File: src/hdl/pbo_pkg.sv
// ----------------------------------------------------------------------------
// pbo_pkg
// Shared types and constants for the pulse/blink output controller.
// ----------------------------------------------------------------------------
package pbo_pkg;

    typedef enum logic [2:0] {
        CMD_TICK  = 3'd0,
        CMD_PULSE = 3'd1,
        CMD_BLINK = 3'd2,
        CMD_DUTY  = 3'd3,
        CMD_STOP  = 3'd4
    } t_cmd;

    typedef enum logic [1:0] {
        MODE_IDLE  = 2'd0,
        MODE_PULSE = 2'd1,
        MODE_BLINK = 2'd2
    } t_mode;

    localparam logic [15:0] Q8_ONE = 16'd256;

    typedef struct packed {
        logic [2:0]         command;
        logic [31:0]        first_time_ms;
        logic [31:0]        second_time_ms;
        logic [15:0]        duty_fraction;
        logic signed [7:0]  cycle_request;
    } t_cmd_item;

    // handshake between the input register and the core
    typedef struct packed {
        logic valid;
        logic ready;
    } t_hs;

endpackage

File: src/hdl/pbo_ifs.sv
// ----------------------------------------------------------------------------
// pbo channel interfaces
// Command channel and result channel, valid/ready with payload.
// ----------------------------------------------------------------------------
interface pbo_cmd_if;
    logic               valid;
    logic               ready;
    logic [2:0]         command;
    logic [31:0]        first_time_ms;
    logic [31:0]        second_time_ms;
    logic [15:0]        duty_fraction;
    logic signed [7:0]  cycle_request;

    modport source (
        output valid, command, first_time_ms, second_time_ms, duty_fraction,
               cycle_request,
        input  ready
    );
    modport sink (
        input  valid, command, first_time_ms, second_time_ms, duty_fraction,
               cycle_request,
        output ready
    );
endinterface

interface pbo_res_if;
    logic       valid;
    logic       ready;
    logic       pin_level;
    logic [1:0] mode_now;
    logic [6:0] cycles_left;

    modport source (
        output valid, pin_level, mode_now, cycles_left,
        input  ready
    );
    modport sink (
        input  valid, pin_level, mode_now, cycles_left,
        output ready
    );
endinterface

File: src/hdl/pbo_in_stage.sv
// ----------------------------------------------------------------------------
// pbo_in_stage
// Input register for the command channel; refills in the cycle it drains.
// ----------------------------------------------------------------------------
module pbo_in_stage
    import pbo_pkg::*;
(
    input  logic        i_clk,
    input  logic        i_rst_n,
    pbo_cmd_if.sink     i_cmd,
    output t_cmd_item   o_item,
    output logic        o_valid,
    input  logic        i_take
);

    logic      r_valid;
    t_cmd_item r_item;
    logic      w_load;

    assign i_cmd.ready = !r_valid || i_take;
    assign w_load      = i_cmd.valid && i_cmd.ready;

    always_ff @(posedge i_clk) begin
        if (!i_rst_n) begin
            r_valid <= 1'b0;
        end else if (w_load) begin
            r_valid <= 1'b1;
        end else if (i_take) begin
            r_valid <= 1'b0;
        end
    end

    always_ff @(posedge i_clk) begin
        if (w_load) begin
            r_item.command        <= i_cmd.command;
            r_item.first_time_ms  <= i_cmd.first_time_ms;
            r_item.second_time_ms <= i_cmd.second_time_ms;
            r_item.duty_fraction  <= i_cmd.duty_fraction;
            r_item.cycle_request  <= i_cmd.cycle_request;
        end
    end

    assign o_item  = r_item;
    assign o_valid = r_valid;

endmodule

File: src/hdl/pbo_core.sv
// ----------------------------------------------------------------------------
// pbo_core
// Timer state, command decode and result register.
// ----------------------------------------------------------------------------
module pbo_core
    import pbo_pkg::*;
(
    input  logic        i_clk,
    input  logic        i_rst_n,
    input  logic        i_active_level,
    input  t_cmd_item   i_item,
    output t_hs         o_hs,
    input  logic        i_valid,
    pbo_res_if.source   o_res
);

    // Elapsed time since the mark is kept instead of clock and mark;
    // only their wrapped difference is ever observed.
    logic [31:0] r_elapsed,   n_elapsed;
    logic [31:0] r_pulse_len, n_pulse_len;
    logic [31:0] r_on_len,    n_on_len;
    logic [31:0] r_off_len,   n_off_len;
    logic        r_lit,       n_lit;
    logic        r_pulse_act, n_pulse_act;
    logic        r_blink_act, n_blink_act;
    logic        r_counted,   n_counted;
    logic [6:0]  r_count,     n_count;

    logic        r_out_valid;
    logic        r_pin;
    t_mode       r_mode;
    logic [6:0]  r_left;

    logic        w_take;
    logic [31:0] w_e_inc;
    logic [8:0]  w_q;
    logic [40:0] w_prod;
    logic [31:0] w_duty_on;
    logic [31:0] w_blink_on;
    logic [31:0] w_blink_off;
    logic        w_cyc_pos;
    logic [6:0]  w_count_dec;
    t_mode       w_mode;

    assign w_take      = i_valid && (!r_out_valid || o_res.ready);
    assign o_hs.valid  = i_valid;
    assign o_hs.ready  = w_take;

    assign w_e_inc     = r_elapsed + 32'd1;
    assign w_q         = (i_item.duty_fraction > Q8_ONE) ? Q8_ONE[8:0]
                                                         : i_item.duty_fraction[8:0];
    assign w_prod      = 41'(i_item.first_time_ms) * 41'(w_q);
    assign w_duty_on   = w_prod[39:8];
    assign w_cyc_pos   = !i_item.cycle_request[7] && (i_item.cycle_request != 8'sd0);
    assign w_count_dec = r_count - 7'd1;

    always_comb begin
        w_blink_on  = i_item.first_time_ms;
        w_blink_off = i_item.second_time_ms;
        if (t_cmd'(i_item.command) == CMD_DUTY) begin
            w_blink_on  = w_duty_on;
            w_blink_off = i_item.first_time_ms - w_duty_on;
        end
    end

    always_comb begin
        n_elapsed   = r_elapsed;
        n_pulse_len = r_pulse_len;
        n_on_len    = r_on_len;
        n_off_len   = r_off_len;
        n_lit       = r_lit;
        n_pulse_act = r_pulse_act;
        n_blink_act = r_blink_act;
        n_counted   = r_counted;
        n_count     = r_count;
        unique case (t_cmd'(i_item.command))
            CMD_TICK: begin
                n_elapsed = w_e_inc;
                if (r_pulse_act) begin
                    if (w_e_inc >= r_pulse_len) begin
                        n_pulse_act = 1'b0;
                        n_lit       = 1'b0;
                    end
                end else if (r_blink_act) begin
                    if (r_lit && w_e_inc >= r_on_len) begin
                        n_lit     = 1'b0;
                        n_elapsed = '0;
                    end else if (!r_lit && w_e_inc >= r_off_len) begin
                        n_lit     = 1'b1;
                        n_elapsed = '0;
                        if (r_counted) begin
                            n_count = w_count_dec;
                            if (w_count_dec == 7'd0) begin
                                n_blink_act = 1'b0;
                                n_counted   = 1'b0;
                                n_lit       = 1'b0;
                            end
                        end
                    end
                end
            end
            CMD_PULSE: begin
                if (!r_pulse_act) begin
                    n_pulse_act = 1'b1;
                    n_blink_act = 1'b0;
                    n_counted   = 1'b0;
                    n_count     = '0;
                    n_pulse_len = i_item.first_time_ms;
                    n_elapsed   = '0;
                    n_lit       = 1'b1;
                end
            end
            CMD_BLINK, CMD_DUTY: begin
                if (!r_blink_act) begin
                    n_pulse_act = 1'b0;
                    n_blink_act = 1'b1;
                    n_counted   = w_cyc_pos;
                    n_count     = w_cyc_pos ? i_item.cycle_request[6:0] : 7'd0;
                    n_on_len    = w_blink_on;
                    n_off_len   = w_blink_off;
                    n_elapsed   = '0;
                    n_lit       = 1'b1;
                end
            end
            CMD_STOP: begin
                n_pulse_act = 1'b0;
                n_blink_act = 1'b0;
                n_counted   = 1'b0;
                n_count     = '0;
                n_lit       = 1'b0;
            end
            default: begin
            end
        endcase
    end

    always_comb begin
        if (n_pulse_act) begin
            w_mode = MODE_PULSE;
        end else if (n_blink_act) begin
            w_mode = MODE_BLINK;
        end else begin
            w_mode = MODE_IDLE;
        end
    end

    always_ff @(posedge i_clk) begin
        if (!i_rst_n) begin
            r_elapsed   <= '0;
            r_pulse_len <= '0;
            r_on_len    <= '0;
            r_off_len   <= '0;
            r_lit       <= 1'b0;
            r_pulse_act <= 1'b0;
            r_blink_act <= 1'b0;
            r_counted   <= 1'b0;
            r_count     <= '0;
        end else if (w_take) begin
            r_elapsed   <= n_elapsed;
            r_pulse_len <= n_pulse_len;
            r_on_len    <= n_on_len;
            r_off_len   <= n_off_len;
            r_lit       <= n_lit;
            r_pulse_act <= n_pulse_act;
            r_blink_act <= n_blink_act;
            r_counted   <= n_counted;
            r_count     <= n_count;
        end
    end

    always_ff @(posedge i_clk) begin
        if (!i_rst_n) begin
            r_out_valid <= 1'b0;
        end else if (w_take) begin
            r_out_valid <= 1'b1;
        end else if (o_res.ready) begin
            r_out_valid <= 1'b0;
        end
    end

    always_ff @(posedge i_clk) begin
        if (w_take) begin
            r_pin  <= n_lit ? i_active_level : !i_active_level;
            r_mode <= w_mode;
            r_left <= n_counted ? n_count : 7'd0;
        end
    end

    assign o_res.valid       = r_out_valid;
    assign o_res.pin_level   = r_pin;
    assign o_res.mode_now    = r_mode;
    assign o_res.cycles_left = r_left;

    a_one_mode: assert property (@(posedge i_clk) disable iff (!i_rst_n)
        !(r_pulse_act && r_blink_act))
        else $error("pulse and blink active together");

    a_counted_in_blink: assert property (@(posedge i_clk) disable iff (!i_rst_n)
        r_counted |-> (r_blink_act && r_count != 7'd0))
        else $error("counted blink without blink or with zero count");

    a_idle_unlit: assert property (@(posedge i_clk) disable iff (!i_rst_n)
        (!r_pulse_act && !r_blink_act) |-> !r_lit)
        else $error("pin lit while idle");

    a_result_hold: assert property (@(posedge i_clk) disable iff (!i_rst_n)
        (r_out_valid && !o_res.ready) |=> (r_out_valid && $stable(r_mode)
                                          && $stable(r_left) && $stable(r_pin)))
        else $error("stalled result changed");

endmodule

File: src/hdl/pulse_blink_output_controller.sv
// ----------------------------------------------------------------------------
// pulse_blink_output_controller
// Drives one output pin from a command stream of ticks, pulses and blinks.
// ----------------------------------------------------------------------------
// Usage:
//   i_cmd  : command channel (tick, pulse, blink, duty blink, stop), one
//            result transfer on o_res for every command transfer.
//   o_res  : pin level, mode and remaining counted cycles after the command.
//   i_cfg_we / i_cfg_data : writes the active pin level (reset value 1);
//            write only while no command is in flight.
// Path: a result passes through the input register, then the state update
//   into the result register, before it can transfer on o_res.
// Throughput: one command per cycle while o_res is not held; the state update is a single
//   add-and-compare or a 32x9 multiply for the duty split.
// Reset: lit state off, idle, elapsed time zero, both channels empty.
// Stall: while o_res is held, one more command fills the input register;
//   after that i_cmd.ready drops until the result is taken.
// ----------------------------------------------------------------------------
module pulse_blink_output_controller
    import pbo_pkg::*;
(
    input  logic        i_clk,
    input  logic        i_rst_n,
    input  logic        i_cfg_we,
    input  logic        i_cfg_data,
    pbo_cmd_if.sink     i_cmd,
    pbo_res_if.source   o_res
);

    logic      r_active_level;
    t_cmd_item w_item;
    logic      w_valid;
    t_hs       w_hs;

    always_ff @(posedge i_clk) begin
        if (!i_rst_n) begin
            r_active_level <= 1'b1;
        end else if (i_cfg_we) begin
            r_active_level <= i_cfg_data;
        end
    end

    pbo_in_stage u_in (
        .i_clk   (i_clk),
        .i_rst_n (i_rst_n),
        .i_cmd   (i_cmd),
        .o_item  (w_item),
        .o_valid (w_valid),
        .i_take  (w_hs.ready)
    );

    pbo_core u_core (
        .i_clk          (i_clk),
        .i_rst_n        (i_rst_n),
        .i_active_level (r_active_level),
        .i_item         (w_item),
        .o_hs           (w_hs),
        .i_valid        (w_valid),
        .o_res          (o_res)
    );

endmodule

File: src/flat_wrapper.sv
// flat-port wrapper written by rule: the top's interface ports become plain ports
module pulse_blink_output_controller_flat import pbo_pkg::*;
  (i_clk, i_rst_n, i_cfg_we, i_cfg_data, i_cmd_valid, i_cmd_command, i_cmd_first_time_ms, i_cmd_second_time_ms, i_cmd_duty_fraction, i_cmd_cycle_request, i_cmd_ready, o_res_valid, o_res_pin_level, o_res_mode_now, o_res_cycles_left, o_res_ready);
  pbo_cmd_if i_cmd_i ();
  pbo_res_if o_res_i ();
  input  logic i_clk;
  input  logic i_rst_n;
  input  logic i_cfg_we;
  input  logic i_cfg_data;
  input wire logic [$bits(i_cmd_i.valid)-1:0] i_cmd_valid;
  input wire logic [$bits(i_cmd_i.command)-1:0] i_cmd_command;
  input wire logic [$bits(i_cmd_i.first_time_ms)-1:0] i_cmd_first_time_ms;
  input wire logic [$bits(i_cmd_i.second_time_ms)-1:0] i_cmd_second_time_ms;
  input wire logic [$bits(i_cmd_i.duty_fraction)-1:0] i_cmd_duty_fraction;
  input wire logic [$bits(i_cmd_i.cycle_request)-1:0] i_cmd_cycle_request;
  output wire logic [$bits(i_cmd_i.ready)-1:0] i_cmd_ready;
  output wire logic [$bits(o_res_i.valid)-1:0] o_res_valid;
  output wire logic [$bits(o_res_i.pin_level)-1:0] o_res_pin_level;
  output wire logic [$bits(o_res_i.mode_now)-1:0] o_res_mode_now;
  output wire logic [$bits(o_res_i.cycles_left)-1:0] o_res_cycles_left;
  input wire logic [$bits(o_res_i.ready)-1:0] o_res_ready;
  assign i_cmd_i.valid = i_cmd_valid;
  assign i_cmd_i.command = i_cmd_command;
  assign i_cmd_i.first_time_ms = i_cmd_first_time_ms;
  assign i_cmd_i.second_time_ms = i_cmd_second_time_ms;
  assign i_cmd_i.duty_fraction = i_cmd_duty_fraction;
  assign i_cmd_i.cycle_request = i_cmd_cycle_request;
  assign i_cmd_ready = i_cmd_i.ready;
  assign o_res_valid = o_res_i.valid;
  assign o_res_pin_level = o_res_i.pin_level;
  assign o_res_mode_now = o_res_i.mode_now;
  assign o_res_cycles_left = o_res_i.cycles_left;
  assign o_res_i.ready = o_res_ready;
  pulse_blink_output_controller u_core (.i_clk(i_clk), .i_rst_n(i_rst_n), .i_cfg_we(i_cfg_we), .i_cfg_data(i_cfg_data), .i_cmd(i_cmd_i), .o_res(o_res_i));
endmodule
File: config.mk
export PLATFORM = sky130hd
export DESIGN_NAME = pulse_blink_output_controller_flat
export DESIGN_NICKNAME = d
export VERILOG_FILES = /design/src/hdl/pbo_pkg.sv /design/src/hdl/pbo_ifs.sv /design/src/hdl/pbo_in_stage.sv /design/src/hdl/pbo_core.sv /design/src/hdl/pulse_blink_output_controller.sv /design/src/flat_wrapper.sv
export SDC_FILE = /design/constraint.sdc
export NUM_CORES = 1
export LEC_CHECK = 0
export ABC_AREA = 1
export ABC_CLOCK_PERIOD_IN_PS = 8500
export BUFFER_PORTS_ARGS = -buffer_cell sky130_fd_sc_hd__buf_2
export CAP_MARGIN = 20
export CORE_ASPECT_RATIO = 1.2
export CORE_MARGIN = 2
export CORE_UTILIZATION = 35
export DETAILED_ROUTE_END_ITERATION = 10
export PLACE_DENSITY = 0.47
export RECOVER_POWER = 100
export SYNTH_ARGS = -nofsm -noshare
export SYNTH_HDL_FRONTEND = slang
export SYNTH_SLANG_ARGS = --single-unit
File: constraint.sdc
create_clock -name i_clk -period 8.5 [get_ports i_clk]
set_clock_uncertainty 0.15 [all_clocks]
set_input_delay 1.275 -clock i_clk [delete_from_list [all_inputs] [get_ports i_clk]]
set_output_delay 1.275 -clock i_clk [all_outputs]
set_load 0.02 [all_outputs]
==> impl_metrics.tcl <==
set metrics [dict create \
    ys_seq_area_share_pct 24.7 \
    vias 20600 \
    irDropWorstVdd_v 0.000159 \
    critPathMaxFanout 24 \
    worst_slew_pin_slew_ps 3560 \
    start_util_pct 35.4 \
    max_freq_ghz 0.127 \
    path_buf_inv 8 \
    placementRows 104 \
    nets 3707 \
    tritoncts "done" \
    dieWidth_um 242 \
    cts_buffers 30 \
    yosysWarnings 0 \
    cp_common_cell "nand2_1" \
    root_buffer "clkbuf_16" \
    final-setup-viol-count 0 \
    end_kind "flip-flop" \
    powerDensity_nw_per_um2 120 \
    fin_hold_ws_ps 313 \
    outcome "finished with violations" \
    cp.arrival_ps 8160 \
    drive_gt1_share_pct 10.6 \
    grt_pass1_wl_um 119000 \
    slew_headroom_pct -137 \
    drv_slew 159 \
    insertion_delay_ps 600 \
    cpLargestDelayFamily "adder cells" \
    violations "capacitance limit, slew limit" \
    hp-class "reg2reg" \
    grt_max_degree 73 \
    holdBufCountCts 0 \
    start_kind "flip-flop" \
    finalHoldViolCount 0 \
    cp_slowest_cell "fa_1" \
    cts_buffer_depth 3 \
    seqCellArea_um2 5880 \
    grt_use_total_pct 21.8 \
    drc_errors 0 \
    dp_hpwl_um 62000 \
    antenna_found_initial 0 \
    postCtsSetupBuffers 0 \
    fill_cells 7057 \
    drt-pass1-iter-count 7 \
    ys_types 57 \
    drt_iter0_markers 1158 \
    grt_overflow_total 0 \
    wirelength_um 76400 \
    syn_inst 3155 \
    cp_data_required_time_ps 8780 \
    tns_ps 0 \
    gp_routability_congestion 0.920 \
    num_io_pins 109 \
    place_area_um2 25300 \
    leakage_nw 12.4 \
    htreeDepth 1 \
    antenna_cells 0 \
    antenna_left 0 \
    clock_sinks 243 \
    netlist_area_um2 23800 \
    clk_pin_slew_ps 60 \
    syn_avg_cell_area_um2 7.53 \
    grt_pass1_vias 21400 \
    worstSetupPathType "reg2reg" \
    period_share_pct 92.7 \
    cts_resized 0 \
    rsz0062_at_grt "yes" \
    routed_via_density 4.95 \
    wl_per_cell_um 18.4 \
    port-buffer-count 108 \
    area_growth_pct 10.6 \
    cap_violations 3 \
    chipHeight_um 289 \
    multi_input_area_um2 15300 \
    period_needed_ps 7880 \
    synth_nets 3629 \
    die_area_um2 70000 \
    coreArea_um2 67100 \
    design_area_um2 26300 \
    cpPeakStageDelay_ps 560 \
    ys_seq_elements 243 \
]
==> flip-flops by register name, summed over array words and instances, names as in the netlist <==
signal,cells
u_core.u_core.o_res.pin_level,1
u_core.u_core.o_res.cycles_left,7
u_core.u_core.r_lit,1
u_core.u_core.o_res.valid,1
u_core.r_active_level,1
u_core.u_core.r_counted,1
u_core.u_in.o_valid,1
u_core.u_core.r_pulse_act,1
u_core.u_core.o_res.mode_now,2
u_core.u_core.r_count,7
u_core.u_core.r_off_len,32
u_core.u_core.r_pulse_len,32
u_core.u_core.r_on_len,32
u_core.u_in.o_item,91
u_core.u_core.r_blink_act,1
u_core.u_core.r_elapsed,32
==> kinds of logic after synthesis <==
logic type / synth area share (%)
compound gates: 12.0
xor+xnor: 2.17
fa+ha+maj: 26.5
buf+inv: 10.9
flops: 24.7
mux: 0.0421
simple gates: 23.7
==> layer usage <==
| layer | share of wire, % | track usage, % | vias to the layer above |
|---|---|---|---|
| met5 | 0 | 0 | - |
| met1 | 44 | 27.6 | 9880 |
| li1 | - | - | 10100 |
| met3 | 4.1 | 2.32 | 115 |
| met4 | 3.6 | 7.62 | 0 |
| met2 | 48 | 38.8 | 450 |
==> layout make-up <==
class	instances	area share, %
timing repair buffer	137	2.83
tap	901	4.29
multi-input combinational	2228	58.3
clock inverter	13	0.405
inverter	593	8.53
clock buffer	43	3.28
sequential	243	22.4
==> report_power, final <==
group | leakage (nW) | internal (mW) | switching, mW
registers | 2.14 | 1.27 | 0.0480
logic | 9.79 | 0.176 | 0.382
clock network | 0.468 | 0.732 | 0.540
==> cells in the final DEF (no fill, tap or decap), types with 39 or more instances in the layout <==
master    netlist  routed
nand2_1       612     610
o21ai_0       130     130
fa_1          210     210
nand2_2        55      57
a21oi_1       262     261
inv_1         549     543
nand3_1       115     115
xor2_1         40      39
edfxtp_1      101     101
ha_1          167     167
nor2_1        367     366
buf_2           6      96
dfxtp_1       142     142
==> cell usage after synthesis, drive strengths merged <==
master | count | area [um^2]
o21bai | 8 | 63.8
o22ai | 10 | 62.6
o31ai | 2 | 15.0
o2111ai | 2 | 17.5
a21oi | 270 | 1380
buf | 8 | 37.5
a211oi | 13 | 97.6
clkinv | 17 | 63.8
xnor2 | 19 | 166
inv | 576 | 2160
a2111oi | 1 | 8.76
xor2 | 40 | 350
a21o | 7 | 52.6
nand3 | 141 | 836
clkbuf | 82 | 308
edfxtp | 101 | 3030
o221ai | 3 | 26.3
dfxtp | 142 | 2840
nand4 | 30 | 194
o211ai | 19 | 143
dlygate4sd1 | 1 | 8.76
o221a | 2 | 22.5
and3 | 4 | 25.0
nor3 | 24 | 156
a221oi | 1 | 8.76
a31oi | 18 | 119
nor4 | 7 | 71.3
nor2 | 391 | 1560
ha | 167 | 2090
nand3b | 1 | 7.51
nand2 | 677 | 2750
fa | 210 | 4200
mux2i | 1 | 10.0
a21boi | 2 | 18.8
o21a | 11 | 82.6
o21ai | 144 | 736
or2 | 1 | 6.26
nor4b | 2 | 17.5
==> per-stage QoR <==
step / util, % / setup slack, ps / cells / power (mW)
floorplan: - / 1490 / 3155 / 1.70
global placement: 37.7 / 371 / 4102 / 1.90
detailed placement: 37.7 / 292 / 4102 / 1.90
CTS: 39.1 / 266 / 4158 / 3.20
global route: 39.1 / -16.6 / 4158 / 3.32
finish: 39.1 / 624 / 4158 / 3.15
==> worst reg2reg max path, delay by kind of cell, from the launching register on <==
kind	cells	cell delay, ps
adders and majority gates	6	2760
and+or+nand+nor	20	1800
AOI/OAI and AO/OA	8	1500
buffers and inverters	8	850
DFF	1	400
xor gates and xnor gates	1	290
==> worst paths after layout <==
kind / start / end / slack [ps] / cells after the start
worst max register to register: u_core.u_in.o_item[8] / u_core.u_core.r_off_len[26] / 620 / 43
worst max-delay path: u_core.u_in.o_item[8] / u_core.u_core.r_off_len[26] / 620 / 43
worst min register to register: u_core.u_core.r_off_len[12] / u_core.u_core.r_off_len[12] / 310 / 2
worst min-delay path: u_core.u_core.r_off_len[12] / u_core.u_core.r_off_len[12] / 310 / 2
Power figures use the tool's default switching activity.
